===== src/sv/gpig_pkg.sv =====
package gpig_pkg;

  localparam int MAX_SIDE_VERTICES = 257;

  localparam int SIDE_W  = 9;
  localparam int LOD_W   = 8;
  localparam int CELL_W  = 7;
  localparam int INDEX_W = 17;

  // major*2*lod
  localparam int ROW_W   = CELL_W + LOD_W + 1;
  // side*lod and side*side
  localparam int STEP_W  = 17;
  localparam int LIMIT_W = 17;
  // full-precision vertex index: corner plus up to two steps on each axis
  localparam int VERT_W  = 25;

  localparam int NUM_VERTS         = 9;
  localparam int VSEL_W            = 4;
  localparam int RESULTS_PER_PATCH = 24;
  localparam int CNT_W             = 5;

  localparam int CFG_IDX_W  = 2;
  localparam int CFG_DATA_W = SIDE_W;
  localparam logic [CFG_IDX_W-1:0] CFG_SIDE = 2'd0;
  localparam logic [CFG_IDX_W-1:0] CFG_LOD  = 2'd1;
  localparam logic [CFG_IDX_W-1:0] CFG_MODE = 2'd2;

  localparam logic MODE_PAIRED = 1'b0;
  localparam logic MODE_FAN    = 1'b1;

  localparam logic [SIDE_W-1:0] SIDE_RESET = 9'd65;
  localparam logic [LOD_W-1:0]  LOD_RESET  = 8'd1;

  // vertex letters a..i map to 0..8
  localparam logic [VSEL_W-1:0] ORDER_PAIRED [RESULTS_PER_PATCH] = '{
    4'd0, 4'd1, 4'd4,  4'd5, 4'd0, 4'd4,  4'd1, 4'd2, 4'd4,  4'd4, 4'd2, 4'd3,
    4'd4, 4'd3, 4'd8,  4'd7, 4'd4, 4'd8,  4'd5, 4'd4, 4'd6,  4'd6, 4'd4, 4'd7
  };
  localparam logic [VSEL_W-1:0] ORDER_FAN [RESULTS_PER_PATCH] = '{
    4'd4, 4'd5, 4'd0,  4'd4, 4'd0, 4'd1,  4'd4, 4'd1, 4'd2,  4'd4, 4'd2, 4'd3,
    4'd4, 4'd3, 4'd8,  4'd4, 4'd8, 4'd7,  4'd4, 4'd7, 4'd6,  4'd4, 4'd6, 4'd5
  };

  typedef struct packed {
    logic [SIDE_W-1:0] side;
    logic [LOD_W-1:0]  lod;
    logic              mode;
  } cfg_t;

  typedef struct packed {
    logic [VERT_W-1:0]  corner;
    logic [STEP_W-1:0]  step1;
    logic [STEP_W-1:0]  step2;
    logic [LIMIT_W-1:0] limit;
    logic               mode;
  } patch_base_t;

  function automatic logic [VSEL_W-1:0] vertex_sel(input logic mode,
                                                   input logic [CNT_W-1:0] k);
    logic [VSEL_W-1:0] sel;
    if (mode == MODE_FAN) begin
      sel = ORDER_FAN[k];
    end else begin
      sel = ORDER_PAIRED[k];
    end
    return sel;
  endfunction

endpackage


===== src/sv/gpig_if.sv =====
interface gpig_in_if;
  import gpig_pkg::*;
  logic              valid;
  logic              ready;
  logic [CELL_W-1:0] cell_major;
  logic [CELL_W-1:0] cell_minor;

  modport source (output valid, output cell_major, output cell_minor, input ready);
  modport sink   (input valid, input cell_major, input cell_minor, output ready);
endinterface

interface gpig_out_if;
  import gpig_pkg::*;
  logic               valid;
  logic               ready;
  logic [INDEX_W-1:0] vertex_index;
  logic               beyond_grid;
  logic               last_of_patch;

  modport source (output valid, output vertex_index, output beyond_grid,
                  output last_of_patch, input ready);
  modport sink   (input valid, input vertex_index, input beyond_grid,
                  input last_of_patch, output ready);
endinterface


===== src/sv/grid_patch_index_generator.sv =====
// Grid patch index generator. Each input transaction carries one patch position
// (cell_major, cell_minor); the block answers with 24 vertex indices, eight
// triangles over a 2x2 patch of a square grid of grid_side_vertices per side at
// stride lod_step, with last_of_patch set on the 24th. A side above 257 is
// treated as 257. Output runs at one index per cycle unless the result channel
// stalls it through out_ch.ready; the next patch is taken in while the current
// one is still being emitted, keeping the output busy back to back. The first
// index of a patch passes through input capture, two arithmetic stages, the
// patch register and then the output register after its input transaction is
// accepted. Configuration is sampled when a patch is accepted and must only
// change while the block is idle.
module grid_patch_index_generator (
  input  logic                              clk,
  input  logic                              rst_n,
  input  logic                              cfg_we,
  input  logic [gpig_pkg::CFG_IDX_W-1:0]    cfg_index,
  input  logic [gpig_pkg::CFG_DATA_W-1:0]   cfg_wdata,
  gpig_in_if.sink                           in_ch,
  gpig_out_if.source                        out_ch
);
  import gpig_pkg::*;

  cfg_t        cfg_r;
  patch_base_t base;
  logic        base_valid, base_ready;

  always_ff @(posedge clk) begin
    if (!rst_n) begin
      cfg_r.side <= SIDE_RESET;
      cfg_r.lod  <= LOD_RESET;
      cfg_r.mode <= MODE_PAIRED;
    end else if (cfg_we) begin
      case (cfg_index)
        CFG_SIDE: cfg_r.side <= cfg_wdata[SIDE_W-1:0];
        CFG_LOD:  cfg_r.lod  <= cfg_wdata[LOD_W-1:0];
        CFG_MODE: cfg_r.mode <= cfg_wdata[0];
        default: ;
      endcase
    end
  end

  gpig_addr_pipe u_addr_pipe (
    .clk          (clk),
    .rst_n        (rst_n),
    .cfg          (cfg_r),
    .in_ch        (in_ch),
    .base_o       (base),
    .base_valid_o (base_valid),
    .base_ready_i (base_ready)
  );

  gpig_emitter u_emitter (
    .clk          (clk),
    .rst_n        (rst_n),
    .base_i       (base),
    .base_valid_i (base_valid),
    .base_ready_o (base_ready),
    .out_ch       (out_ch)
  );

endmodule


===== src/sv/gpig_addr_pipe.sv =====
module gpig_addr_pipe (
  input  logic                clk,
  input  logic                rst_n,
  input  gpig_pkg::cfg_t      cfg,
  gpig_in_if.sink             in_ch,
  output gpig_pkg::patch_base_t base_o,
  output logic                base_valid_o,
  input  logic                base_ready_i
);
  import gpig_pkg::*;

  // stage 1: captured transaction and config snapshot
  logic              s1_v_r;
  logic [CELL_W-1:0] s1_major_r, s1_minor_r;
  logic [SIDE_W-1:0] s1_side_r;
  logic [LOD_W-1:0]  s1_lod_r;
  logic              s1_mode_r;

  // stage 2: small products
  logic               s2_v_r;
  logic [ROW_W-1:0]   s2_row_r, s2_col_r;
  logic [STEP_W-1:0]  s2_step_r;
  logic [LIMIT_W-1:0] s2_limit_r;
  logic [SIDE_W-1:0]  s2_side_r;
  logic [LOD_W-1:0]   s2_lod_r;
  logic               s2_mode_r;

  // stage 3: corner and axis steps
  logic        s3_v_r;
  patch_base_t s3_r, s3_nxt;

  logic rdy1, rdy2, rdy3;
  logic [SIDE_W-1:0]        side_sat;
  logic [CELL_W+LOD_W-1:0]  maj_l, min_l;
  logic [STEP_W-1:0]        step_nxt;
  logic [LIMIT_W-1:0]       limit_nxt;

  assign rdy3 = !s3_v_r || base_ready_i;
  assign rdy2 = !s2_v_r || rdy3;
  assign rdy1 = !s1_v_r || rdy2;
  assign in_ch.ready = rdy1;

  assign side_sat = (cfg.side > SIDE_W'(MAX_SIDE_VERTICES)) ?
                    SIDE_W'(MAX_SIDE_VERTICES) : cfg.side;

  assign maj_l     = (CELL_W+LOD_W)'(s1_major_r) * (CELL_W+LOD_W)'(s1_lod_r);
  assign min_l     = (CELL_W+LOD_W)'(s1_minor_r) * (CELL_W+LOD_W)'(s1_lod_r);
  assign step_nxt  = STEP_W'(s1_side_r) * STEP_W'(s1_lod_r);
  assign limit_nxt = LIMIT_W'(s1_side_r) * LIMIT_W'(s1_side_r);

  always_comb begin
    s3_nxt.corner = VERT_W'(s2_row_r) * VERT_W'(s2_side_r) + VERT_W'(s2_col_r);
    s3_nxt.limit  = s2_limit_r;
    s3_nxt.mode   = s2_mode_r;
    if (s2_mode_r == MODE_FAN) begin
      s3_nxt.step1 = s2_step_r;
      s3_nxt.step2 = STEP_W'(s2_lod_r);
    end else begin
      s3_nxt.step1 = STEP_W'(s2_lod_r);
      s3_nxt.step2 = s2_step_r;
    end
  end

  always_ff @(posedge clk) begin
    if (!rst_n) begin
      s1_v_r <= 1'b0;
      s2_v_r <= 1'b0;
      s3_v_r <= 1'b0;
    end else begin
      if (rdy1) s1_v_r <= in_ch.valid;
      if (rdy2) s2_v_r <= s1_v_r;
      if (rdy3) s3_v_r <= s2_v_r;
    end
  end

  always_ff @(posedge clk) begin
    if (rdy1 && in_ch.valid) begin
      s1_major_r <= in_ch.cell_major;
      s1_minor_r <= in_ch.cell_minor;
      s1_side_r  <= side_sat;
      s1_lod_r   <= cfg.lod;
      s1_mode_r  <= cfg.mode;
    end
    if (rdy2 && s1_v_r) begin
      s2_row_r   <= {maj_l, 1'b0};
      s2_col_r   <= {min_l, 1'b0};
      s2_step_r  <= step_nxt;
      s2_limit_r <= limit_nxt;
      s2_side_r  <= s1_side_r;
      s2_lod_r   <= s1_lod_r;
      s2_mode_r  <= s1_mode_r;
    end
    if (rdy3 && s2_v_r) begin
      s3_r <= s3_nxt;
    end
  end

  assign base_o       = s3_r;
  assign base_valid_o = s3_v_r;

endmodule


===== src/sv/gpig_emitter.sv =====
module gpig_emitter (
  input  logic                  clk,
  input  logic                  rst_n,
  input  gpig_pkg::patch_base_t base_i,
  input  logic                  base_valid_i,
  output logic                  base_ready_o,
  gpig_out_if.source            out_ch
);
  import gpig_pkg::*;

  logic               patch_v_r;
  logic [VERT_W-1:0]  verts_r [NUM_VERTS];
  logic [VERT_W-1:0]  verts_nxt [NUM_VERTS];
  logic [LIMIT_W-1:0] limit_r;
  logic               mode_r;
  logic [CNT_W-1:0]   k_r;

  logic               out_v_r;
  logic [INDEX_W-1:0] out_idx_r;
  logic               out_beyond_r;
  logic               out_last_r;

  logic [VERT_W-1:0] a, s1, s2, s1x2, s2x2, cur;
  logic [VSEL_W-1:0] sel;
  logic out_adv, emit, last_k, load;

  assign a    = base_i.corner;
  assign s1   = VERT_W'(base_i.step1);
  assign s2   = VERT_W'(base_i.step2);
  assign s1x2 = {s1[VERT_W-2:0], 1'b0};
  assign s2x2 = {s2[VERT_W-2:0], 1'b0};

  always_comb begin
    verts_nxt[0] = a;
    verts_nxt[1] = a + s1;
    verts_nxt[2] = a + s1x2;
    verts_nxt[3] = a + s1x2 + s2;
    verts_nxt[4] = a + s1 + s2;
    verts_nxt[5] = a + s2;
    verts_nxt[6] = a + s2x2;
    verts_nxt[7] = a + s2x2 + s1;
    verts_nxt[8] = a + s2x2 + s1x2;
  end

  assign out_adv      = !out_v_r || out_ch.ready;
  assign emit         = patch_v_r && out_adv;
  assign last_k       = (k_r == CNT_W'(RESULTS_PER_PATCH - 1));
  assign base_ready_o = !patch_v_r || (emit && last_k);
  assign load         = base_valid_i && base_ready_o;

  assign sel = vertex_sel(mode_r, k_r);
  assign cur = verts_r[sel];

  always_ff @(posedge clk) begin
    if (!rst_n) begin
      patch_v_r <= 1'b0;
      k_r       <= '0;
      out_v_r   <= 1'b0;
    end else begin
      if (load) begin
        patch_v_r <= 1'b1;
      end else if (emit && last_k) begin
        patch_v_r <= 1'b0;
      end
      if (emit) begin
        k_r <= last_k ? '0 : k_r + 1'b1;
      end
      if (out_adv) out_v_r <= patch_v_r;
    end
  end

  always_ff @(posedge clk) begin
    if (load) begin
      verts_r <= verts_nxt;
      limit_r <= base_i.limit;
      mode_r  <= base_i.mode;
    end
    if (emit) begin
      out_idx_r    <= cur[INDEX_W-1:0];
      out_beyond_r <= (cur >= VERT_W'(limit_r));
      out_last_r   <= last_k;
    end
  end

  assign out_ch.valid         = out_v_r;
  assign out_ch.vertex_index  = out_idx_r;
  assign out_ch.beyond_grid   = out_beyond_r;
  assign out_ch.last_of_patch = out_last_r;

  // counter only runs while a patch is held
  a_cnt_live: assert property (@(posedge clk) disable iff (!rst_n)
    k_r != '0 |-> patch_v_r)
    else $error("index counter running without a patch");

  // emitting the 24th index rewinds the counter
  a_cnt_wrap: assert property (@(posedge clk) disable iff (!rst_n)
    emit && last_k |=> k_r == '0)
    else $error("index counter did not wrap after last index");

  // every emitted index lands in the output register
  a_out_full: assert property (@(posedge clk) disable iff (!rst_n)
    emit |=> out_v_r)
    else $error("emitted index lost");

endmodule

===== src/flat_wrapper.sv =====
// flat-port wrapper written by rule: the top's interface ports become plain ports
module grid_patch_index_generator_flat import gpig_pkg::*;
  (clk, rst_n, cfg_we, cfg_index, cfg_wdata, in_ch_valid, in_ch_cell_major, in_ch_cell_minor, in_ch_ready, out_ch_valid, out_ch_vertex_index, out_ch_beyond_grid, out_ch_last_of_patch, out_ch_ready);
  gpig_in_if in_ch_i ();
  gpig_out_if out_ch_i ();
  input  logic clk;
  input  logic rst_n;
  input  logic cfg_we;
  input  logic [gpig_pkg::CFG_IDX_W-1:0] cfg_index;
  input  logic [gpig_pkg::CFG_DATA_W-1:0] cfg_wdata;
  input wire logic [$bits(in_ch_i.valid)-1:0] in_ch_valid;
  input wire logic [$bits(in_ch_i.cell_major)-1:0] in_ch_cell_major;
  input wire logic [$bits(in_ch_i.cell_minor)-1:0] in_ch_cell_minor;
  output wire logic [$bits(in_ch_i.ready)-1:0] in_ch_ready;
  output wire logic [$bits(out_ch_i.valid)-1:0] out_ch_valid;
  output wire logic [$bits(out_ch_i.vertex_index)-1:0] out_ch_vertex_index;
  output wire logic [$bits(out_ch_i.beyond_grid)-1:0] out_ch_beyond_grid;
  output wire logic [$bits(out_ch_i.last_of_patch)-1:0] out_ch_last_of_patch;
  input wire logic [$bits(out_ch_i.ready)-1:0] out_ch_ready;
  assign in_ch_i.valid = in_ch_valid;
  assign in_ch_i.cell_major = in_ch_cell_major;
  assign in_ch_i.cell_minor = in_ch_cell_minor;
  assign in_ch_ready = in_ch_i.ready;
  assign out_ch_valid = out_ch_i.valid;
  assign out_ch_vertex_index = out_ch_i.vertex_index;
  assign out_ch_beyond_grid = out_ch_i.beyond_grid;
  assign out_ch_last_of_patch = out_ch_i.last_of_patch;
  assign out_ch_i.ready = out_ch_ready;
  grid_patch_index_generator u_core (.clk(clk), .rst_n(rst_n), .cfg_we(cfg_we), .cfg_index(cfg_index), .cfg_wdata(cfg_wdata), .in_ch(in_ch_i), .out_ch(out_ch_i));
endmodule

===== config.mk =====
export PLATFORM = sky130hd
export DESIGN_NAME = grid_patch_index_generator_flat
export DESIGN_NICKNAME = d
export VERILOG_FILES = /design/src/sv/gpig_pkg.sv /design/src/sv/gpig_if.sv /design/src/sv/grid_patch_index_generator.sv /design/src/sv/gpig_addr_pipe.sv /design/src/sv/gpig_emitter.sv /design/src/flat_wrapper.sv
export SDC_FILE = /design/constraint.sdc
export NUM_CORES = 2
export LEC_CHECK = 0
export ABC_AREA = 1
export ABC_CLOCK_PERIOD_IN_PS = 16900
export BUFFER_PORTS_ARGS = -buffer_cell sky130_fd_sc_hd__buf_2
export CAP_MARGIN = 10
export CORE_MARGIN = 5
export CORE_UTILIZATION = 53
export CTS_CLUSTER_SIZE = 25
export DETAILED_ROUTE_END_ITERATION = 10
export HOLD_SLACK_MARGIN = 0.06
export PLACE_DENSITY = 0.76
export SLEW_MARGIN = 20
export SYNTH_ARGS = -nofsm -noshare
export SYNTH_HDL_FRONTEND = slang
export SYNTH_SLANG_ARGS = --single-unit

===== constraint.sdc =====
create_clock -name clk -period 16.9 [get_ports clk]
set_clock_uncertainty 0.15 [all_clocks]
set_input_delay 1.69 -clock clk [delete_from_list [all_inputs] [get_ports clk]]
set_output_delay 1.69 -clock clk [all_outputs]
set_load 0.02 [all_outputs]

==> results.toml <==
[synthesis]
syn-instance-count = 3990
syn_area_um2 = 36900
postSynthAreaPerCell_um2 = 9.24
ys_seq_area_frac = 0.375
yosysTopAreaCell = "edfxtp_1"
ys_warn_count = 0
synth_cell_types = 61
ys_top_cells_by_area = "edfxtp_1, fa_1, ha_1"
synth_seq_cells = 470
syn-num-nets = 4601
synth.top_cell.area_share = 0.360

[clock_network]
ctsHoldBuffers = 0
cts.clk_slew.worst_paths_ps = 60
ctsResizeCount = 0
cts_setup_buffers = 0
root_buffer = "clkbuf_16"
h-tree-depth = 2
clock_latency_ps = 620
clock_sinks = 470
cts_tree = "built"
cts_buffer_depth = 3
cts_buffers = 49

[final_layout]
fill_cells = 5839
multi_input_area_um2 = 20000
final_nets = 4609
final_util = 0.575
instances_no_fill = 4969
register_area_um2 = 13800
antenna_cells = 0
drive_gt1_frac = 0.0515
areaGrowthSynthToFinish_pct = 7.34

[detailed_routing]
via_per_inst = 5.42
drtPass1Iterations = 5
drt_iter0_markers = 2117
wl_mm = 86.2
drcViolationCount = 0
wire_per_inst_um = 17.3
via_count = 26900
antenna_left = 0

[global_route]
grt_start_max_net_pins = 81
grt_most_used_layer = "met2"
use_met3 = 0.0352
grt_pass1_vias = 27000
grt_use_met1 = 0.308
grt_pass1_wl_mm = 139
grtUsageTotal = 0.232
overflow = 0
use_met2 = 0.387
grt_antenna_before_repair = 0

[flow_run]
maxCapViolations = 0

[place]
port_buffers = 50
gp_congestion = 0.918
place_inst = 4878
hpwl_mm = 66.6

[sta]
finalCritPeriodShare = 0.364
period_minus_slack_ps = 6150
hold_violations = 0
finalSetupViolCount = 0
rsz0062_at_grt = "no"
fmax_ghz = 0.163
setup_tns_ps = 0
slew_viol_final = 0
relSlewSlack = 0.261
worstMarginPinSlew_ps = 1110

[pwr]
seqPwrFrac = 0.242
p_switching_mw = 3.60
peakVddDrop_mv = 0.292
p_total_mw = 7.78
swShare = 0.462
p_clk_frac = 0.139
p_int_mw = 4.18
power.leakage_nw = 18.8
power_density_nw_per_um2 = 197
combPwrFrac = 0.619

[setup_path]
crit_type = "register to register"
r2r_start = "u_core.u_addr_pipe.s2_side_r[2]$_DFFE_PP_"
cp.required_ps = 17090
r2r_end = "u_core.u_addr_pipe.base_o[71]$_DFFE_PP_"
arrival_ps = 6340
startpoint = "u_core.u_addr_pipe.s2_side_r[2]$_DFFE_PP_"
r2r_slack_ps = 10750
end_kind = "register"
critPathCapture = "u_core.u_addr_pipe.base_o[71]$_DFFE_PP_"
ff2ff_path_depth = 20
critPathLaunchType = "register"
crit_fanout = 15

[floorplanning]
num_rows = 96
die_area_um2 = 74900
die_h_um = 274
io_pins = 51
coreArea_um2 = 68800
die_width_um = 274
start_util = 0.536

[worst_hold_path]
hp-class = "register to register"

[outcome]
status = "completed"
## metal layers
| metal | vias to the layer above | share of wire |
|---|---|---|
| li1 | 13000 | - |
| met3 | 166 | 0.064 |
| met4 | 0 | 0.039 |
| met1 | 13000 | 0.43 |
| met5 | - | 0 |
| met2 | 800 | 0.47 |
## layout by cell type, fill, tap and decap left out, types with 11 or more instances in the layout
cell type and count:
o21bai_1 11, fa_1 235, nand3_1 119, xor2_1 176, clkbuf_16 51, nor2_1 250, nor3_1 22, o32ai_1 15
ha_1 346, buf_4 21, buf_2 50, nand2_1 832, dfxtp_1 28, a21oi_1 258, nand4_1 15, inv_1 683
clkinv_2 13, edfxtp_1 442, a31oi_1 23, a21o_1 15, o22ai_1 16, o21ai_0 175, xnor2_1 74
## cells in the mapped netlist (all sizes together)
cell,instances
nand2,840
inv,690
edfxtp,442
ha,346
a21oi,263
nor2,259
fa,235
o21ai,188
xor2,185
nand3,123
clkbuf,92
xnor2,74
dfxtp,28
a31oi,27
nor3,24
buf,22
nand4,17
o22ai,16
a21o,15
o32ai,15
o21bai,13
a21boi,10
o211ai,10
o31ai,10
and2,9
nor4,8
nand3b,7
and3,4
o2111ai,3
o21a,3
a211oi,2
a31o,2
a221oi,1
a311oi,1
clkinv,1
nor3b,1
o221ai,1
o311ai,1
or2,1
or4,1
## cell families (layout without fill, tap and decap cells)
logic type                 Yosys count  in the layout  share of synthesized area
and+or+nand+nor                   1294           1294                      0.143
buffers and inverters              805            853                     0.0837
adders and majority gates          581            581                      0.245
DFF                                470            470                      0.375
xor gates and xnor gates           259            259                     0.0640
AOI/OAI and AO/OA                  581            581                     0.0891
## final cells by class
cell class / instances / area share
Timing Repair Buffer: 71 / 0.0103
Tap cell: 931 / 0.0294
Clock inverter: 28 / 0.00642
Inverter: 691 / 0.0656
Sequential cell: 470 / 0.350
Multi-Input combinational cell: 2715 / 0.505
Clock buffer: 63 / 0.0341
## worst max-delay path, stage by stage, from the launching register on
cell	delay, ps
edfxtp_1	680
nand2_1	150
fa_1	550
inv_1	50
fa_1	460
ha_1	290
inv_1	50
fa_1	520
inv_1	40
ha_1	350
a21o_1	190
a31oi_1	360
o21ai_0	180
xor2_1	180
ha_1	360
nand2_1	90
o31ai_1	460
a21oi_1	220
o21ai_2	260
nand3_1	120
xnor2_1	150
## power by group through the flow
stage | Combinational [mW] | Clock, mW | Sequential, mW
after floorplan | 3.79 | 0 | 1.81
after global placement | 4.63 | 0 | 1.90
after detailed placement | 4.75 | 0 | 1.90
after CTS | 4.78 | 1.10 | 1.88
after global routing | 5.43 | 1.15 | 1.89
final | 4.81 | 1.08 | 1.88
## state kept, by name (all words and copies together), names as in the netlist, 5 cells and up
name,count
u_core.u_addr_pipe.s2_limit_r,16
u_core.u_addr_pipe.s1_side_r,9
u_core.u_emitter.out_ch.vertex_index,17
u_core.u_addr_pipe.base_o,75
u_core.u_addr_pipe.s2_step_r,17
u_core.u_addr_pipe.s2_lod_r,8
u_core.u_emitter.k_r,5
u_core.u_addr_pipe.s2_row_r,15
u_core.cfg_r,18
u_core.u_addr_pipe.s2_col_r,15
u_core.u_emitter.verts_r,219
u_core.u_addr_pipe.s2_side_r,8
u_core.u_addr_pipe.s1_lod_r,8
u_core.u_addr_pipe.s1_minor_r,7
u_core.u_emitter.limit_r,16
u_core.u_addr_pipe.s1_major_r,7
## through the flow
stage / hold WS (ps) / instance area (µm²) / worst slack (ps)
final: 257 / 39600 / 10750
after global routing: 273 / 39600 / 10200
after CTS: 266 / 39600 / 10760
after detailed placement: 255 / 38000 / 10760
after global placement: 253 / 38000 / 10890
after floorplan: 250 / 36900 / 2100
## worst min-delay path by stage
stage	slack (ps)	cells after the start	end	from
floorplan	250	0	u_core.u_addr_pipe.base_o[10]$_DFFE_PP_	u_core.u_addr_pipe.s2_limit_r[9]$_DFFE_PP_
global placement	250	0	u_core.u_emitter.limit_r[4]$_DFFE_PP_	u_core.u_addr_pipe.base_o[5]$_DFFE_PP_
detailed placement	250	0	u_core.u_emitter.limit_r[3]$_DFFE_PP_	u_core.u_addr_pipe.base_o[4]$_DFFE_PP_
CTS	270	0	u_core.u_emitter.limit_r[3]$_DFFE_PP_	u_core.u_addr_pipe.base_o[4]$_DFFE_PP_
global route	270	0	u_core.u_emitter.limit_r[3]$_DFFE_PP_	u_core.u_addr_pipe.base_o[4]$_DFFE_PP_
finish	260	0	u_core.u_addr_pipe.base_o[6]$_DFFE_PP_	u_core.u_addr_pipe.s2_limit_r[5]$_DFFE_PP_
Note: power is estimated with default switching activity, not from simulation.
